<file path="config.mk">
export PLATFORM = sky130hd
export DESIGN_NAME = selective_repeat_receive_window
export DESIGN_NICKNAME = d
export VERILOG_FILES = /design/src/sv/srrw_pkg.sv /design/src/sv/srrw_slot_mem.sv /design/src/sv/selective_repeat_receive_window.sv
export SDC_FILE = /design/constraint.sdc
export NUM_CORES = 1
export LEC_CHECK = 0
export BUFFER_PORTS_ARGS = -buffer_cell sky130_fd_sc_hd__buf_2
export CORE_ASPECT_RATIO = 1.75
export CORE_MARGIN = 2
export CORE_UTILIZATION = 45
export DETAILED_ROUTE_END_ITERATION = 8
export MAX_ROUTING_LAYER = met4
export PLACE_DENSITY_LB_ADDON = 0.05
export SLEW_MARGIN = 5
export SYNTH_ARGS = -nofsm -noshare
export SYNTH_HDL_FRONTEND = slang
export SYNTH_HIERARCHICAL = 1
export SYNTH_SLANG_ARGS = --single-unit
</file>
<file path="constraint.sdc">
create_clock -name aclk -period 5.1 [get_ports aclk]
set_clock_uncertainty 0.05 [all_clocks]
set_input_delay 0.51 -clock aclk [delete_from_list [all_inputs] [get_ports aclk]]
set_output_delay 0.51 -clock aclk [all_outputs]
set_load 0.03 [all_outputs]
</file>
<file path="src/sv/srrw_pkg.sv">
// Shared widths and types for the selective-repeat receive window.
package srrw_pkg;

    // Field widths of one packet descriptor.
    localparam int SEQ_W    = 31;
    localparam int LEN_W    = 8;
    localparam int HANDLE_W = 16;

    // Stream data width: sequence, length and handle packed, padded to bytes.
    localparam int FIELDS_W = SEQ_W + LEN_W + HANDLE_W;
    localparam int TDATA_W  = ((FIELDS_W + 7) / 8) * 8;

    // Result kinds carried on the output user bit.
    localparam logic KIND_REACK   = 1'b0;
    localparam logic KIND_DELIVER = 1'b1;

    // One stored slot of the window: raw length byte and body handle.
    typedef struct packed {
        logic signed [LEN_W-1:0] length;
        logic [HANDLE_W-1:0]     handle;
    } slot_entry_t;

endpackage

</file>
<file path="src/sv/srrw_slot_mem.sv">
// Slot storage of the window: one write port, one registered read port.
module srrw_slot_mem
    import srrw_pkg::*;
#(
    parameter int DEPTH  = 16,
    parameter int ADDR_W = 4
) (
    input  logic              aclk,
    input  logic              wr_en,
    input  logic [ADDR_W-1:0] wr_addr,
    input  slot_entry_t       wr_data,
    input  logic              rd_en,
    input  logic [ADDR_W-1:0] rd_addr,
    output slot_entry_t       rd_data
);

    slot_entry_t ram_reg [DEPTH];
    slot_entry_t rd_data_reg;

    // Write the stored entry of a slot.
    always_ff @(posedge aclk) begin
        if (wr_en) begin
            ram_reg[wr_addr] <= wr_data;
        end
    end

    // Registered read; the data holds while no read is issued.
    always_ff @(posedge aclk) begin
        if (rd_en) begin
            rd_data_reg <= ram_reg[rd_addr];
        end
    end

    assign rd_data = rd_data_reg;

endmodule

</file>
<file path="src/sv/selective_repeat_receive_window.sv">
// Selective-repeat receive window: classifies packets, stores them, delivers in-order runs.
// A packet is taken in ST_IDLE and classified in the next; a dropped packet or a
// re-ack frees the input on return to ST_IDLE, a re-ack once the output register is free.
// A stored packet then tests the head slot and reads it from the registered slot memory;
// the run leaves at one result per cycle, set by the single read port, while not stalled.
// Reset (aresetn low, synchronous) clears the expected number, head and occupancy bits.
module selective_repeat_receive_window
    import srrw_pkg::*;
#(
    parameter int WINDOW      = 16,
    parameter int MAX_PAYLOAD = 127
) (
    input  logic               aclk,
    input  logic               aresetn,
    // Input packet channel.
    input  logic               s_tvalid,
    output logic               s_tready,
    // s_tdata: seq_num [30:0], length_byte [38:31], body_handle [54:39], zeros above.
    input  logic [TDATA_W-1:0] s_tdata,
    // s_tuser: check_ok.
    input  logic               s_tuser,
    // Result channel.
    output logic               m_tvalid,
    input  logic               m_tready,
    // m_tdata: out_seq [30:0], out_length [38:31], out_handle [54:39], zeros above.
    output logic [TDATA_W-1:0] m_tdata,
    // m_tuser: kind.
    output logic               m_tuser,
    output logic               m_tlast
);

    localparam int SLOT_W = (WINDOW > 1) ? $clog2(WINDOW) : 1;

    localparam logic [1:0] ST_IDLE  = 2'd0;
    localparam logic [1:0] ST_CLASS = 2'd1;
    localparam logic [1:0] ST_CHECK = 2'd2;
    localparam logic [1:0] ST_EMIT  = 2'd3;

    localparam int PAD_W = TDATA_W - FIELDS_W;

    logic [1:0] state_reg, state_next;

    // Captured packet.
    logic [SEQ_W-1:0]        seq_reg, seq_next;
    logic                    ok_reg, ok_next;
    logic signed [LEN_W-1:0] len_reg, len_next;
    logic [HANDLE_W-1:0]     handle_reg, handle_next;

    // Window state.
    logic [SEQ_W-1:0]  expected_reg, expected_next;
    logic [SLOT_W-1:0] head_reg, head_next;
    logic [WINDOW-1:0] valid_reg, valid_next;

    // Output register.
    logic               m_tvalid_reg, m_tvalid_next;
    logic [TDATA_W-1:0] m_tdata_reg, m_tdata_next;
    logic               m_tuser_reg, m_tuser_next;
    logic               m_tlast_reg, m_tlast_next;

    // Memory ports.
    logic              wr_en;
    logic [SLOT_W-1:0] wr_addr;
    slot_entry_t       wr_data;
    logic              rd_en;
    logic [SLOT_W-1:0] rd_addr;
    slot_entry_t       rd_data;

    logic                    out_free;
    logic [SEQ_W-1:0]        offset;
    logic                    is_old;
    logic                    in_window;
    logic [SLOT_W:0]         slot_sum;
    logic [SLOT_W-1:0]       slot_idx;
    logic [SLOT_W-1:0]       head_inc;
    logic signed [LEN_W-1:0] clamped_len;

    srrw_slot_mem #(
        .DEPTH  (WINDOW),
        .ADDR_W (SLOT_W)
    ) u_slot_mem (
        .aclk    (aclk),
        .wr_en   (wr_en),
        .wr_addr (wr_addr),
        .wr_data (wr_data),
        .rd_en   (rd_en),
        .rd_addr (rd_addr),
        .rd_data (rd_data)
    );

    // Classification of the captured packet against the expected number.
    always_comb begin
        offset    = seq_reg - expected_reg;
        is_old    = seq_reg < expected_reg;
        in_window = offset < SEQ_W'(WINDOW);
        slot_sum  = {1'b0, head_reg} + {1'b0, offset[SLOT_W-1:0]};
        if (slot_sum >= (SLOT_W+1)'(WINDOW)) begin
            slot_idx = SLOT_W'(slot_sum - (SLOT_W+1)'(WINDOW));
        end else begin
            slot_idx = slot_sum[SLOT_W-1:0];
        end
        if (head_reg == SLOT_W'(WINDOW - 1)) begin
            head_inc = '0;
        end else begin
            head_inc = head_reg + 1'b1;
        end
    end

    // Clamp the stored length to the deliverable range.
    always_comb begin
        if (rd_data.length < 0) begin
            clamped_len = '0;
        end else if (rd_data.length > $signed(LEN_W'(MAX_PAYLOAD))) begin
            clamped_len = LEN_W'(MAX_PAYLOAD);
        end else begin
            clamped_len = rd_data.length;
        end
    end

    assign out_free = !m_tvalid_reg || m_tready;

    // Control sequence: capture, classify and store or re-ack, test the head, deliver the run.
    always_comb begin
        state_next    = state_reg;
        seq_next      = seq_reg;
        ok_next       = ok_reg;
        len_next      = len_reg;
        handle_next   = handle_reg;
        expected_next = expected_reg;
        head_next     = head_reg;
        valid_next    = valid_reg;
        m_tvalid_next = m_tvalid_reg;
        m_tdata_next  = m_tdata_reg;
        m_tuser_next  = m_tuser_reg;
        m_tlast_next  = m_tlast_reg;
        wr_en         = 1'b0;
        wr_addr       = slot_idx;
        wr_data       = '{length: len_reg, handle: handle_reg};
        rd_en         = 1'b0;
        rd_addr       = head_reg;
        s_tready      = 1'b0;

        // The output register empties on a completed transfer.
        if (m_tvalid_reg && m_tready) begin
            m_tvalid_next = 1'b0;
        end

        case (state_reg)
            ST_IDLE: begin
                s_tready = 1'b1;
                if (s_tvalid) begin
                    seq_next    = s_tdata[SEQ_W-1:0];
                    len_next    = s_tdata[SEQ_W +: LEN_W];
                    handle_next = s_tdata[SEQ_W+LEN_W +: HANDLE_W];
                    ok_next     = s_tuser;
                    state_next  = ST_CLASS;
                end
            end
            ST_CLASS: begin
                if (!ok_reg) begin
                    state_next = ST_IDLE;
                end else if (is_old) begin
                    // Echo an old packet back as a re-ack.
                    if (out_free) begin
                        m_tvalid_next = 1'b1;
                        m_tdata_next  = {PAD_W'(0), handle_reg, len_reg, seq_reg};
                        m_tuser_next  = KIND_REACK;
                        m_tlast_next  = 1'b1;
                        state_next    = ST_IDLE;
                    end
                end else if (!in_window) begin
                    state_next = ST_IDLE;
                end else begin
                    wr_en                = 1'b1;
                    valid_next[slot_idx] = 1'b1;
                    state_next           = ST_CHECK;
                end
            end
            ST_CHECK: begin
                // Start the run only if the head slot is occupied.
                if (valid_reg[head_reg]) begin
                    rd_en      = 1'b1;
                    rd_addr    = head_reg;
                    state_next = ST_EMIT;
                end else begin
                    state_next = ST_IDLE;
                end
            end
            ST_EMIT: begin
                // Deliver the head slot and prefetch the next one.
                if (out_free) begin
                    m_tvalid_next        = 1'b1;
                    m_tdata_next         = {PAD_W'(0), rd_data.handle, clamped_len,
                                            expected_reg};
                    m_tuser_next         = KIND_DELIVER;
                    m_tlast_next         = !valid_reg[head_inc];
                    valid_next[head_reg] = 1'b0;
                    head_next            = head_inc;
                    expected_next        = expected_reg + 1'b1;
                    rd_addr              = head_inc;
                    if (valid_reg[head_inc]) begin
                        rd_en = 1'b1;
                    end else begin
                        state_next = ST_IDLE;
                    end
                end
            end
            default: begin
                state_next = ST_IDLE;
            end
        endcase
    end

    // Control registers.
    always_ff @(posedge aclk) begin
        if (!aresetn) begin
            state_reg    <= ST_IDLE;
            expected_reg <= '0;
            head_reg     <= '0;
            valid_reg    <= '0;
            m_tvalid_reg <= 1'b0;
        end else begin
            state_reg    <= state_next;
            expected_reg <= expected_next;
            head_reg     <= head_next;
            valid_reg    <= valid_next;
            m_tvalid_reg <= m_tvalid_next;
        end
    end

    // Payload registers.
    always_ff @(posedge aclk) begin
        seq_reg     <= seq_next;
        ok_reg      <= ok_next;
        len_reg     <= len_next;
        handle_reg  <= handle_next;
        m_tdata_reg <= m_tdata_next;
        m_tuser_reg <= m_tuser_next;
        m_tlast_reg <= m_tlast_next;
    end

    assign m_tvalid = m_tvalid_reg;
    assign m_tdata  = m_tdata_reg;
    assign m_tuser  = m_tuser_reg;
    assign m_tlast  = m_tlast_reg;

endmodule

</file>
==> run_results.csv, run 1 <==
group,metric,value,unit
route,wl_per_cell,25.3,um
cts,clkTransAtPathRegs,60,ps
route,via_count,14300,
cts,cts.path.max_buffers,3,
run,maxCapViolCount,0,
route,dr.pass1.iters,8,
worst_setup_path,max_stage_delay,580,ps
global_routing,antenna_found_initial,0,
finish,fillers,4524,
route,routed_wl,63.1,mm
worst_setup_path,critPathMaxFanout,24,
worst_setup_path,start_kind,"register",
cts,cts-root-buf,"clkbuf_16",
finish,areaGrowthSynthToFinish,16.4,%
synthesis,synth_ff_type,"edfxtp_1",
global_routing,grt_max_degree,77,
finish,postLayoutCoreUtil,52.7,%
die,placementRows,113,
synthesis,ys_top_cells_by_area,"edfxtp_1 64%, mux4_2 9.7%, dfxtp_1 4.4%",
sta,timing.fmax,204,MHz
synthesis,syn_nets,1666,
place,gp_congestion,0.931,
worst_setup_path,cp.required,5340,ps
die,start_util,45.3,%
sta,tightest_slew,1080,ps
die,die_w,180,um
synthesis,ys.warnings.count,6,
route,ant_nets,0,
finish,largest_reg_flops,384,
synthesis,synth-seq-cells,575,
route,first_iter_violations,870,
synthesis,synth_area_leader_cell,"edfxtp_1",
sta,relSlewSlack,28.0,%
global_routing,grt_remaining_overflow,0,
worst_setup_path,path_class,"reg -> reg",
finish,nets,1859,
synthesis,ys_types,77,
place,placed_cells,2357,
route,drt-vias-per-instance,5.74,
sta,period_minus_slack,4910,ps
sta,finalHoldViolCount,0,
sta,min_period_over_period,96.3,%
synthesis,synth_top_area_share,64.0,%
sta,final_max_slew_viol_count,0,
synthesis,synth.yosys.seq_area_share,68.4,%
synthesis,synthArstFlopShare,0,%
cts,cts_tree,"built",
worst_setup_path,path_common_cell,"nor4_1",
die,dieArea,56300,um2
place,io_buffers,118,
die,die_h,312,um
synthesis,synth_edf_count,521,
pwr,peakVddDrop,299,uV
finish,finalInstanceArea,28500,um2
status,outcome,"complete, no violations",
sta,grt_setup_unrepaired,"no",
sta,setup_tns,0,ps
global_routing,grtUsageTotal,23.3,%
synthesis,syn_area,24400,um2
die,core,54000,um2
sta,setup_viol,0,
finish,antenna_cells,0,
global_routing,grt_pass1_vias,15100,
synthesis,synth_area_per_cell,15.6,um2
place,hpwlAfterDp,41.2,mm
worst_setup_path,crit_chain,"inv_1, ha_1, fa_1, nand2b_1, a211o_1, a211oi_2, or2_2, xor2_1, nor4_1, nand4_1, nor4_1, buf_4, or3b_2, nor3_4, buf_12",
worst_setup_path,slowest_stage,"or3b_2",
cts,clk_latency,610,ps
hold_path,hold_path.class,"in -> reg",
die,ios,121,
global_routing,grt_pass1_wl,94.3,mm
pwr,leakagePower,9.33,nW
worst_setup_path,critPathCaptureType,"register",
place,placed_area,26400,um2
cts,cts_max_level,2,
finish,drive_gt1_share,23.8,%
synthesis,synthCells,1564,
pwr,powerDensity,339,nW/um2
finish,fin_cells,2492,
cts,cts_sinks,575,
worst_setup_path,cp.arrival,5160,ps
route,drc,0,
cts,cts-buffers-inserted,54,
## synth_stat cells (all sizes together), types with 17 or more instances
| cell type | count |
|---|---|
| a21oi | 51 |
| a22oi | 48 |
| buf | 26 |
| clkbuf | 46 |
| dfxtp | 54 |
| edfxtp | 521 |
| ha | 39 |
| inv | 52 |
| mux2 | 21 |
| mux4 | 105 |
| nand2 | 134 |
| nand3 | 44 |
| nand4 | 23 |
| nor2 | 77 |
| nor3 | 17 |
| o21ai | 94 |
| xnor2 | 36 |
## routing by layer
layer  up-vias  wire, um  global-route usage, %
li1       6493         -                      -
met1      7284     22600                   24.5
met2       376     35300                   43.3
met3       140      2100                   2.45
met4         0      3060                   10.6
met5         -         0                      -
## cell usage in the layout, fill, tap and decap left out, drive strengths merged, types with 8 or more instances in the layout
master | synthesis | final
and2 | 15 | 15
nand2 | 134 | 134
edfxtp | 521 | 521
nand3 | 44 | 44
nand2b | 15 | 15
nor2 | 77 | 77
and3 | 10 | 10
clkinv | 2 | 27
nand4 | 23 | 23
nor2b | 10 | 10
ha | 39 | 39
nor3 | 17 | 17
a21oi | 51 | 51
inv | 52 | 54
buf | 26 | 176
o21ai | 94 | 94
clkbuf | 46 | 66
o21a | 13 | 13
dfxtp | 54 | 54
mux2 | 21 | 21
dlygate4sd3 | 0 | 33
nor4 | 8 | 8
mux4 | 105 | 105
a22oi | 48 | 48
xnor2 | 36 | 36
## report_power, final
part | switching, mW | internal (mW) | leakage [nW]
Sequential | 0.0592 | 5.18 | 5.16
Clock | 1.75 | 2.26 | 0.847
Combinational | 0.253 | 0.144 | 3.33
## area by class of cell
class | count | area [um2] | area share [%]
clock buffers | 66 | 1400 | 4.91
clock inverters | 35 | 358 | 1.26
inverters | 54 | 203 | 0.712
multi-input cells | 863 | 7370 | 25.9
flip-flops and latches | 575 | 16700 | 58.8
well taps | 690 | 863 | 3.03
repair buffers | 209 | 1540 | 5.43
## through the flow
stage	total power [mW]	setup slack, ps	hold slack, ps
floorplan	5.55	148	404
global placement	5.71	103	420
detailed placement	5.71	177	430
CTS	9.76	131	0.615
global route	9.98	18.5	4.62
finish	9.65	187	37.1
## cells by family after synthesis
group                    share of synthesized area [%]
XOR/XNOR                                          1.54
adder cells (fa/ha/maj)                           2.16
multiplexers                                      10.8
AND/OR/NAND/NOR                                   7.59
AO/OA/AOI/OAI                                     7.26
buffers and inverters                             2.22
flip-flops                                        68.4
other                                           0.0153
## worst paths after layout
check	from	end	slack (ps)	cells after the start
worst max-delay path	seq_reg[0]	u_slot_mem/ram_reg[0][16]	190	15
worst min-delay path	s_tdata[4]	seq_reg[4]	40	1
worst max register to register	seq_reg[0]	u_slot_mem/ram_reg[0][16]	190	15
worst min register to register	valid_reg[8]	valid_reg[8]	430	2
## critical path: cells and delay by family, from the launching register on
family          cells  cell delay [ps]
fa+ha+maj           2              640
xor+xnor            1               90
flops               1              330
buf+inv             3              500
compound gates      2              790
simple gates        7             2200
## repair_timing
item	4_1_cts	5_1_grt
gates resized for setup	0	0
hold buffers	33	0
setup buffers	0	1
setup endpoints to repair	0	57
hold endpoints to repair	33	0
Note: power is estimated with default switching activity, not from simulation.
==> run 2: changes to the inputs <==
Settings changed: MAX_ROUTING_LAYER met4 to not set.
Clock period 5.1 ns to 4.5 ns, I/O delays scaled along.
==> run_results.csv, run 2 (synthesis results as in run 1) <==
group,metric,value,unit
pwr,leakagePower,9.99,nW
route,dr.pass1.iters,6,
global_routing,grt_max_degree,98,
sta,final_max_slew_viol_count,0,
sta,relSlewSlack,25.9,%
die,die_w,180,um
route,first_iter_violations,974,
cts,cts_tree,"built",
sta,finalHoldViolCount,0,
worst_setup_path,critPathCaptureType,"register",
finish,fillers,4434,
cts,cts_max_level,2,
finish,postLayoutCoreUtil,55.4,%
status,outcome,"complete, no violations",
route,wl_per_cell,24.6,um
sta,timing.fmax,228,MHz
place,hpwlAfterDp,42.1,mm
route,ant_nets,0,
finish,drive_gt1_share,29.9,%
cts,clkTransAtPathRegs,70,ps
worst_setup_path,cp.required,4770,ps
sta,setup_viol,0,
sta,setup_tns,0,ps
die,placementRows,113,
global_routing,antenna_found_initial,0,
worst_setup_path,critical_path.top_delay_family,"simple AND/OR/NAND/NOR gates",
die,start_util,45.3,%
global_routing,grtUsageTotal,22.9,%
place,place_ws,-218,ps
route,drt-vias-per-instance,5.65,
cts,cts.path.max_buffers,3,
die,die_h,312,um
pwr,powerDensity,368,nW/um2
worst_setup_path,critPathMaxFanout,5,
sta,timing.hold.ws,213,ps
pwr,power,11.0,mW
worst_setup_path,cp.arrival,4660,ps
finish,finalInstanceArea,29900,um2
cts,clk_latency,620,ps
finish,areaGrowthSynthToFinish,22.3,%
finish,nets,1980,
cts,cts-root-buf,"clkbuf_16",
die,core,54000,um2
global_routing,grt_pass1_wl,95.3,mm
global_routing,grt_remaining_overflow,0,
finish,antenna_cells,0,
worst_setup_path,path_buf_inv,5,
finish,most-common-layout-cells,"521 x edfxtp_1, 132 x nand2_1, 122 x buf_4",
sta,grt_setup_unrepaired,"no",
worst_setup_path,slowest_stage,"or3b_4",
worst_setup_path,path_class,"reg -> reg",
run,maxCapViolCount,0,
place,placed_cells,2439,
sta,tightest_slew,1100,ps
worst_setup_path,start_kind,"register",
finish,largest_reg_flops,384,
pwr,peakVddDrop,359,uV
sta,period_minus_slack,4390,ps
sta,min_period_over_period,97.5,%
place,gp_congestion,0.938,
die,ios,121,
worst_setup_path,crit_chain,"inv_2, ha_4, fa_2, nand2b_4, a211o_4, a21o_2, and3b_1, o21ai_1, mux2_2, a21o_1, nor4_4, buf_4, or3b_4, buf_6, nor2_4, buf_12, clkbuf_16",
place,placed_area,27200,um2
finish,fin_cells,2610,
place,io_buffers,118,
cts,cts-buffers-inserted,52,
finish,final_common_cell,"edfxtp_1",
sta,setup_ws,111,ps
die,dieArea,56300,um2
cts,cts_sinks,575,
route,drc,0,
worst_setup_path,max_stage_delay,400,ps
hold_path,hold_path.class,"in -> reg",
route,via_count,14800,
route,routed_wl,64.2,mm
global_routing,grt_pass1_vias,15700,
## run 2: path summary, 6_finish.rpt
check | endpoint | from | depth (start not counted) | slack [ps]
max reg2reg | u_slot_mem/ram_reg[2][11] | seq_reg[0] | 17 | 110
min | m_tvalid | m_tready | 3 | 210
max | u_slot_mem/ram_reg[2][11] | seq_reg[0] | 17 | 110
min reg2reg | valid_reg[4] | valid_reg[4] | 2 | 440
## run 2: area by class of cell
cell class,instances,area (um2),area share [%]
clock buffer,58,1320,4.43
clock inverter,38,427,1.43
inverter,54,203,0.678
multi-input combinational,863,7580,25.3
sequential,575,16700,55.9
tap,690,863,2.89
timing repair buffer,332,2790,9.32
## run 2: tightest hold or removal path, stage by stage
cell and delay [ps]:
buf_2 80, nand2b_1 180, a21oi_1 100
## run 2: where the power goes
group / total (mW) / leakage, nW / switching, mW / internal (mW)
combinational: 0.546 / 4.00 / 0.312 / 0.234
sequential: 5.93 / 5.16 / 0.0688 / 5.86
clock: 4.54 / 0.831 / 2.04 / 2.50
total: 11.0 / 9.99 / 2.42 / 8.60
## run 2: routing by layer
metal	global-route usage [%]	vias up	share of wire, %
met3	2.73	157	3.4
met4	10.9	0	5.0
met2	44.1	395	56
met1	24.5	7467	36
met5	0	-	0
li1	-	6732	-
## run 2: what timing repair did
action | CTS | global route
setup endpoints to repair | 236 | 369
endpoints found under the hold margin | 56 | 0
gates cloned | 1 | 1
resized for setup | 18 | 35
setup buffers | 15 | 2
pin swaps | 6 | 12
hold buffers | 56 | 0
==> run 3: changes to the inputs <==
Settings changed: ABC_AREA set to 1, RECOVER_POWER set to 25.
==> run_results.csv, run 3 <==
group,metric,value,unit
status,outcome,"complete, no violations",
die,ios,121,
worst_setup_path,slowest_stage,"dfxtp_1",
worst_setup_path,cp.arrival,4400,ps
pwr,power.share.clock,39.7,%
finish,largest_reg_flops,384,
synthesis,ys.warnings.count,6,
synthesis,synthArstFlopShare,0,%
global_routing,grt_max_degree,193,
synthesis,synthCells,2929,
worst_setup_path,start_kind,"register",
worst_setup_path,critPathCaptureType,"register",
pwr,powerDensity,355,nW/um2
sta,finalHoldViolCount,0,
cts,clk_latency,630,ps
run,maxCapViolCount,0,
sta,timing.fmax,241,MHz
synthesis,synth_common_cells,"943 x nand2_1, 521 x edfxtp_1, 502 x inv_1",
sta,final_max_slew_viol_count,0,
sta,min_period_over_period,92.1,%
die,die_h,328,um
sta,period_minus_slack,4150,ps
worst_setup_path,path_common_cell,"nand2_1",
cts,cts_sinks,575,
finish,areaGrowthSynthToFinish,14.9,%
worst_setup_path,max_stage_delay,450,ps
place,gp_congestion,0.921,
hold_path,min_from,"s_tvalid",
cts,cts_tree,"built",
route,wl_per_cell,18.9,um
global_routing,grt_pass1_vias,19400,
route,routed_wl,74.2,mm
synthesis,synth_area_leader_cell,"edfxtp_1",
worst_setup_path,path_class,"reg -> reg",
cts,cts_setup_buffers,0,
sta,relSlewSlack,33.4,%
worst_setup_path,crit_start,"expected_reg[9]",
global_routing,antenna_found_initial,0,
synthesis,synth_edf_count,521,
synthesis,synth_top_area_share,57.8,%
pwr,leakagePower,13.3,nW
cts,cts-buffers-inserted,54,
sta,grt_setup_unrepaired,"no",
synthesis,synth.yosys.seq_area_share,61.8,%
die,core,59900,um2
worst_setup_path,critPathMaxFanout,24,
sta,setup_tns,0,ps
route,drc,0,
cts,cts-root-buf,"clkbuf_16",
cts,post_cts_resized,0,
worst_setup_path,crit_chain,"inv_1, ha_1, nand2_1, nor2_1, nand2_1, inv_1, nand2_1, nand2_1, nand2_1, nand3_1, nand2_1, nor2_1, nand2_1, nor2_2, nand4_1, inv_1, nand3_1, nor2_4, buf_12",
pwr,p_seq_share,54.6,%
pwr,combPwrFrac,5.7,%
finish,drive_gt1_share,9.11,%
die,placementRows,119,
sta,setup_viol,0,
die,start_util,45.2,%
pwr,p_int,8.50,mW
global_routing,grt_pass1_wl,112,mm
worst_setup_path,cp.required,4750,ps
die,dieArea,62200,um2
route,drt-vias-per-instance,5.05,
global_routing,grtUsageTotal,24.0,%
die,die_w,189,um
synthesis,synth-seq-cells,575,
worst_setup_path,r2r_start,"expected_reg[9]",
synthesis,syn_nets,3031,
synthesis,syn_area,27100,um2
finish,nets,3196,
route,dr.pass1.iters,8,
pwr,p_sw,2.53,mW
synthesis,synth_ff_type,"edfxtp_1",
sta,timing.hold.ws,176,ps
finish,most-common-layout-cells,"942 x nand2_1, 521 x edfxtp_1, 499 x inv_1",
synthesis,ys_top_cells_by_area,"edfxtp_1 58%, nand2_1 13%, inv_1 7.0%",
finish,antenna_cells,0,
hold_path,hold_path.class,"in -> reg",
global_routing,grt_remaining_overflow,0,
route,first_iter_violations,1097,
place,io_buffers,118,
cts,clkTransAtPathRegs,60,ps
synthesis,synth_area_per_cell,9.24,um2
cts,cts_max_level,2,
route,via_count,19800,
place,hpwlAfterDp,45.1,mm
finish,fillers,5473,
sta,tightest_slew,998,ps
synthesis,yosysMostFrequentCell,"nand2_1",
pwr,peakVddDrop,307,uV
route,ant_nets,0,
synthesis,ys_types,41,
finish,final_common_cell,"nand2_1",
cts,cts.path.max_buffers,3,
cts,hold_buffers,56,
pwr,swShare,23.0,%
-- run 3: changes by cell type after synthesis, moves of 12 or more --
cell / change
inv_1: +450
and2_1: -12
mux2_2: -21
nand2b_1: -15
a22oi_1: -48
nand3_1: +323
nand2_1: +809
clkbuf_1: -17
buf_2: +33
mux4_2: -105
nor2_1: +57
xnor2_1: -27
-- run 3: cell families (layout without fill, tap and decap cells) --
group           count (synthesis)  count (layout)  synth area share, %
simple gates                 1517            1517                 23.5
compound gates                158             158                 3.00
flops                         575             575                 61.8
fa+ha+maj                      41              41                 1.95
buf+inv                       615             824                 9.01
xor+xnor                       22              22                0.712
other cells                     1               1               0.0139
-- run 3: worst paths after layout --
path                                                    to  slack [ps]  depth (start not counted)
worst max-delay path            u_slot_mem/ram_reg[15][11]         350                         19
worst min-delay path                          state_reg[0]         180                          5
worst max register to register  u_slot_mem/ram_reg[15][11]         350                         19
worst min register to register            expected_reg[29]         450                          1
-- run 3: through the flow --
stage	power [mW]	setup WS (ps)	cells	util, %	instance area, um2
2_1_floorplan	6.49	858	2929	-	27100
3_3_place_gp	6.73	446	3768	48.2	28900
3_5_place_dp	6.73	414	3768	48.2	28900
4_1_cts	11.2	379	3924	52.0	31100
5_1_grt	11.4	71.0	3924	52.0	31100
6_report	11.0	355	3924	52.0	31100
-- run 3: per-layer routing --
| layer | vias up | track usage, % | part of all wire [%] |
|---|---|---|---|
| li1 | 9749 | - | - |
| met1 | 9464 | 27.5 | 39 |
| met2 | 453 | 45.3 | 53 |
| met3 | 136 | 2.71 | 3.6 |
| met4 | 0 | 9.54 | 3.9 |
| met5 | - | 0 | 0 |
-- run 3: worst max-delay path, delay by kind of cell, from the launching register on --
kind / cells / cell delay, ps
flip-flops: 1 / 450
adder cells (fa/ha/maj): 1 / 390
buffers and inverters: 4 / 620
AND/OR/NAND/NOR: 14 / 2270
-- run 3: power groups by stage --
stage          Combinational (mW)  Clock, mW  Sequential, mW
2_1_floorplan               0.332          0            6.16
3_3_place_gp                0.590          0            6.13
3_5_place_dp                0.594          0            6.14
4_1_cts                     0.635       4.52            6.02
5_1_grt                     0.701       4.69            6.03
6_report                    0.627       4.38            6.02
-- run 3: layout make-up --
class / instances / area [um2] / area share, %
repair buffers: 214 / 1750 / 5.61
multi-input cells: 1739 / 8050 / 25.9
clock inverters: 28 / 215 / 0.692
flip-flops and latches: 575 / 16700 / 53.8
clock buffers: 72 / 1470 / 4.72
well taps: 786 / 983 / 3.16
inverters: 510 / 1920 / 6.18
